[src/hw/rtl/spct_pkg.sv]
// Package for the shape pair collision test: opcodes, register indexes,
// field sizes and the pipeline control word. Depends on nothing.
`default_nettype none

package spct_pkg;

   localparam int COORD_BITS_DEFAULT = 16;
   localparam int OPCODE_BITS        = 4;
   localparam int FIELD_BITS         = 15;
   localparam int CSR_INDEX_BITS     = 2;

   localparam logic [FIELD_BITS-1:0] FIELD_WIDTH_RESET  = FIELD_BITS'(640);
   localparam logic [FIELD_BITS-1:0] FIELD_HEIGHT_RESET = FIELD_BITS'(320);

   // Register indexes of the configuration port.
   localparam logic [CSR_INDEX_BITS-1:0] CSR_FIELD_WIDTH  = CSR_INDEX_BITS'(0);
   localparam logic [CSR_INDEX_BITS-1:0] CSR_FIELD_HEIGHT = CSR_INDEX_BITS'(1);

   // Test opcodes.
   localparam logic [OPCODE_BITS-1:0] OP_RR_OVERLAP   = 4'd0;
   localparam logic [OPCODE_BITS-1:0] OP_RC_OVERLAP   = 4'd1;
   localparam logic [OPCODE_BITS-1:0] OP_CC_OVERLAP   = 4'd2;
   localparam logic [OPCODE_BITS-1:0] OP_RR_INSIDE    = 4'd3;
   localparam logic [OPCODE_BITS-1:0] OP_RC_INSIDE    = 4'd4;
   localparam logic [OPCODE_BITS-1:0] OP_CR_INSIDE    = 4'd5;
   localparam logic [OPCODE_BITS-1:0] OP_CC_INSIDE    = 4'd6;
   localparam logic [OPCODE_BITS-1:0] OP_RECT_OUT_ANY = 4'd7;
   localparam logic [OPCODE_BITS-1:0] OP_RECT_OUT_ALL = 4'd8;
   localparam logic [OPCODE_BITS-1:0] OP_CIRC_OUT_ANY = 4'd9;
   localparam logic [OPCODE_BITS-1:0] OP_CIRC_OUT_ALL = 4'd10;

   // Control word that follows a word down the pipeline.
   typedef struct packed {
      logic [OPCODE_BITS-1:0] op;
      logic                   strict;
      logic                   lin_hit;     // result of the tests that need no squares
      logic                   use_corner;  // circle centre lies off a corner of the rect
      logic                   corner_x;    // corner on the right edge
      logic                   corner_y;    // corner on the top edge
      logic                   box_hit;     // circle bounding box meets the rect
      logic                   bw_ge_aw;    // outer radius not below inner radius
   } spct_ctl_type;

endpackage

`default_nettype wire

[src/hw/rtl/spct_dist.sv]
// Squared-distance stages of the shape pair collision test: squares, then sums.
// Depends on spct_pkg for the control word.
`default_nettype none

module spct_dist import spct_pkg::*; #(
   parameter int MAG_BITS = COORD_BITS_DEFAULT + 1,
   parameter int RAD_BITS = COORD_BITS_DEFAULT
) (
   input  wire logic                    clock,
   input  wire logic                    reset,
   input  wire logic                    en,
   input  wire logic                    in_valid,
   input  wire spct_ctl_type            in_ctl,
   input  wire logic [MAG_BITS-1:0]     dx0,
   input  wire logic [MAG_BITS-1:0]     dx1,
   input  wire logic [MAG_BITS-1:0]     dy0,
   input  wire logic [MAG_BITS-1:0]     dy1,
   input  wire logic [RAD_BITS-1:0]     rad,
   output logic                         out_valid,
   output spct_ctl_type                 out_ctl,
   output logic [2*MAG_BITS:0]          d00,
   output logic [2*MAG_BITS:0]          d01,
   output logic [2*MAG_BITS:0]          d10,
   output logic [2*MAG_BITS:0]          d11,
   output logic [2*RAD_BITS-1:0]        rr
);

   localparam int SQ_BITS   = 2 * MAG_BITS;
   localparam int DIST_BITS = SQ_BITS + 1;

   logic                  sq_valid_ff;
   spct_ctl_type          sq_ctl_ff;
   logic [SQ_BITS-1:0]    sx0_ff, sx1_ff, sy0_ff, sy1_ff;
   logic [2*RAD_BITS-1:0] srr_ff;

   logic                  sum_valid_ff;
   spct_ctl_type          sum_ctl_ff;
   logic [DIST_BITS-1:0]  d00_ff, d01_ff, d10_ff, d11_ff;
   logic [2*RAD_BITS-1:0] rr_ff;

   // Valid bits of both stages.
   always_ff @(posedge clock) begin
      if (reset) begin
         sq_valid_ff  <= 1'b0;
         sum_valid_ff <= 1'b0;
      end else if (en) begin
         sq_valid_ff  <= in_valid;
         sum_valid_ff <= sq_valid_ff;
      end
   end

   // First stage: one multiplier for each term.
   always_ff @(posedge clock) begin
      if (en) begin
         sq_ctl_ff <= in_ctl;
         sx0_ff    <= SQ_BITS'(dx0) * SQ_BITS'(dx0);
         sx1_ff    <= SQ_BITS'(dx1) * SQ_BITS'(dx1);
         sy0_ff    <= SQ_BITS'(dy0) * SQ_BITS'(dy0);
         sy1_ff    <= SQ_BITS'(dy1) * SQ_BITS'(dy1);
         srr_ff    <= (2*RAD_BITS)'(rad) * (2*RAD_BITS)'(rad);
      end
   end

   // Second stage: squared distances to the four corner combinations.
   always_ff @(posedge clock) begin
      if (en) begin
         sum_ctl_ff <= sq_ctl_ff;
         d00_ff     <= {1'b0, sx0_ff} + {1'b0, sy0_ff};
         d01_ff     <= {1'b0, sx0_ff} + {1'b0, sy1_ff};
         d10_ff     <= {1'b0, sx1_ff} + {1'b0, sy0_ff};
         d11_ff     <= {1'b0, sx1_ff} + {1'b0, sy1_ff};
         rr_ff      <= srr_ff;
      end
   end

   assign out_valid = sum_valid_ff;
   assign out_ctl   = sum_ctl_ff;
   assign d00       = d00_ff;
   assign d01       = d01_ff;
   assign d10       = d10_ff;
   assign d11       = d11_ff;
   assign rr        = rr_ff;

endmodule

`default_nettype wire

[config.mk]
export PLATFORM = sky130hd
export DESIGN_NAME = spct_dist
export DESIGN_NICKNAME = d
export VERILOG_FILES = /design/src/hw/rtl/spct_pkg.sv /design/src/hw/rtl/spct_dist.sv
export SDC_FILE = /design/constraint.sdc
export NUM_CORES = 2
export LEC_CHECK = 0
export ABC_CLOCK_PERIOD_IN_PS = 11700
export BUFFER_PORTS_ARGS = -buffer_cell sky130_fd_sc_hd__buf_2
export CAP_MARGIN = 0
export CORE_MARGIN = 4
export CORE_UTILIZATION = 55
export DETAILED_ROUTE_END_ITERATION = 8
export GPL_TIMING_DRIVEN = 0
export PLACE_DENSITY = 0.73
export SLEW_MARGIN = 20
export SYNTH_ARGS = -nofsm -noshare
export SYNTH_HDL_FRONTEND = slang
export SYNTH_SLANG_ARGS = --single-unit
[constraint.sdc]
create_clock -name clock -period 11.7 [get_ports clock]
set_clock_uncertainty 0.05 [all_clocks]
set_input_delay 0.585 -clock clock [delete_from_list [all_inputs] [get_ports clock]]
set_output_delay 0.585 -clock clock [all_outputs]
set_load 0.02 [all_outputs]
==> results.cfg <==
[detailed_routing]
dr.first_iter.drc_count = 2611
via_per_inst = 5.414
dr_total_vias = 38890
routed_wl_um = 136000
ant_nets = 0
drc = 0
wl_per_cell_um = 18.93
drtPass1Iterations = 6

[critical_path]
rr_worst_depth = 10
cp.depth = 22
worstSetupPathType = primary input to flop
ff2ff_setup_slack_ps = 7820
critPathSlowestCell = a2111oi_0
max_stage_delay_ps = 750
crit_start = dy1[6]
cp.arrival_ps = 7540
path_cells = buf_2 > clkbuf_1 > and2_1 > fa_1 > inv_1 > fa_1 > fa_1 > inv_1 > fa_1 > fa_1 > inv_1 > fa_1 > inv_1 > ha_1 > o21ai_1 > a2111oi_0 > a211oi_1 > o21bai_1 > a211oi_1 > o211ai_1 > o21ai_1 > xnor2_1
crit_fanout = 10
critPathLaunchType = primary input
critPathCaptureType = flop
rr_endpoint = d00[33]$_DFFE_PP_
endpoint = sy1_ff[33]$_DFFE_PP_
r2r-start = sx0_ff[3]$_DFFE_PP_
cp_data_required_time_ps = 11990
cp_top_family = adder cells
path_buf_inv = 6
cpMostUsedCell = fa_1

[worst_hold_path]
hold_depth = 1
hp-class = primary input to flop

[floorplan]
io_pins = 283
die-area_um2 = 106200
start_util = 0.5550
row_count = 116
die_w_um = 325.9
core_um2 = 100100
die_h_um = 325.9

[clocking]
path_clk_slew_ps = 60
cts_sinks = 358
hold_buffers = 0
cts_tree = done
cts_resized = 0
clock_path_buffers = 3
htreeDepth = 2
cts-root-buf = clkbuf_16
cts_made_buffers = 45
cts_setup_buffers = 0
clock_latency_ps = 630

[finish]
instances_no_fill = 7183
final_cell_mix = inv_1, fa_1, ha_1
fin_nets = 7542
drive_gt1_frac = 0.06730
area.growth.synth_to_final_pct = 8.354
fin_util = 0.6014
final_common_cell = inv_1

[logic_synthesis]
synth-xor-area-share = 0.04743
synth_cells = 5523
synth_simple_gate_area_frac = 0.09612
synth_mux_area_frac = 0.001373
yosysWarnings = 0
synth_top_area_frac = 0.3328
synthDistinctLibCells = 76
synthesis.area_um2 = 55580
ys_seq_area_frac = 0.1931
synth_nets = 7215
synthArstFlopShare = 0
synth_top_family_by_area = adder cells
synth-main-ff-cell = edfxtp_1
synth_area_leaders = fa_1, edfxtp_1, ha_1
synth_edf_count = 356
synthAdderAreaFrac = 0.4834
syn_area_per_cell_um2 = 10.06
synth_seq_cells = 358
yosysTopAreaCell = fa_1
synth-compound-area-share = 0.07845

[global_route]
grt_first_pass_wirelength_um = 218000
grt_overflow = 0
first_global_vias = 40940
antenna_found_initial = 10
track_usage = 0.2617
grt_start_max_net_pins = 87

[placement]
dp_cells = 7101
port_buffers = 276
gp_congestion = 0.9357
dpl.hpwl_um = 115200

[timing]
rsz0062_at_grt = false
fin_crit_sh = 0.6194
fmax_mhz = 138.0
timing.setup.tns_ps = 0
max_slew.worst_pin.slew_ps = 933.2
fin_crit_ps = 7247
hold_viol_final = 0
slew_headroom = 0.3726
slew_violations = 0
setup_viol_count_final = 0

[flow_run]
maxCapViolCount = 0

[run_status]
status = finished clean
==> how the worst min path moves through the flow <==
stage | from | to | slack, ps
after floorplan | sq_ctl_ff[0]$_DFFE_PP_ | out_ctl[0]$_DFFE_PP_ | 350
after global placement | srr_ff[6]$_DFFE_PP_ | rr[6]$_DFFE_PP_ | 350
after detailed placement | srr_ff[6]$_DFFE_PP_ | rr[6]$_DFFE_PP_ | 350
after CTS | in_ctl[9] | sq_ctl_ff[9]$_DFFE_PP_ | 40
after global routing | in_ctl[9] | sq_ctl_ff[9]$_DFFE_PP_ | 60
final | in_ctl[9] | sq_ctl_ff[9]$_DFFE_PP_ | 90
==> metrics by stage <==
stage	setup WS, ps	hold WS (ps)	area [um^2]
global route	4134	59.20	60220
finish	4453	89.35	60220
CTS	4460	41.77	60220
global placement	3902	351.0	58590
floorplan	5249	350.3	55580
detailed placement	3849	354.5	58710
==> cells by family (layout without fill, tap and decap cells) <==
family | count (synthesis) | count (layout)
compound gates | 666 | 666
xor+xnor | 301 | 301
fa+ha+maj | 1593 | 1593
buf+inv | 1481 | 1842
flops | 358 | 358
mux | 7 | 7
other cells | 1 | 2
simple gates | 1116 | 1116
==> cells in the mapped netlist, types with 7 or more instances <==
cell and count:
a211oi_1 19, a21o_1 147, a21oi_1 217, a31oi_1 25, and2_1 256, and3_1 37
clkbuf_1 115, edfxtp_1 356, fa_1 924, ha_1 669, inv_1 1365, nand2_1 472
nand2b_1 22, nand3_1 39, nand4_1 25, nor2_1 162, nor2b_1 45, nor3_1 21
o2111ai_1 7, o211ai_1 10, o21a_1 23, o21ai_0 57, o21ai_1 48, o21bai_1 31
or2_2 14, xnor2_1 219, xor2_1 82
==> area by class of cell <==
type                    count  area [um^2]
clock inverters            35        385.4
plain buffers             116        439.2
clock buffers              46         1130
diodes                      1        2.502
inverters                1365         5124
well taps                1298         1624
repair buffers            280         1501
fillers                  8448        39920
multi-input cells        3684        39290
flip-flops and latches    358        10730
==> sequential cells by signal, indices dropped and copies added (netlist names), 31 cells and up <==
signal / cells
d00: 35
sx1_ff: 33
d11: 35
srr_ff: 31
d10: 35
sy0_ff: 33
d01: 35
sx0_ff: 33
sy1_ff: 33
rr: 31
==> routing by layer <==
layer	GRT usage	vias to the layer above	routed length, um	part of all wire
met5	0	-	0	0
met4	0.1177	0	7145	0.053
met3	0.04862	282	10340	0.076
met2	0.4203	1320	63120	0.46
met1	0.3486	19310	55360	0.41
li1	-	17980	-	-
Power is left out: the tool's default activity adds up to more than one toggle a clock period on the data nets, which glitch-free logic cannot reach.
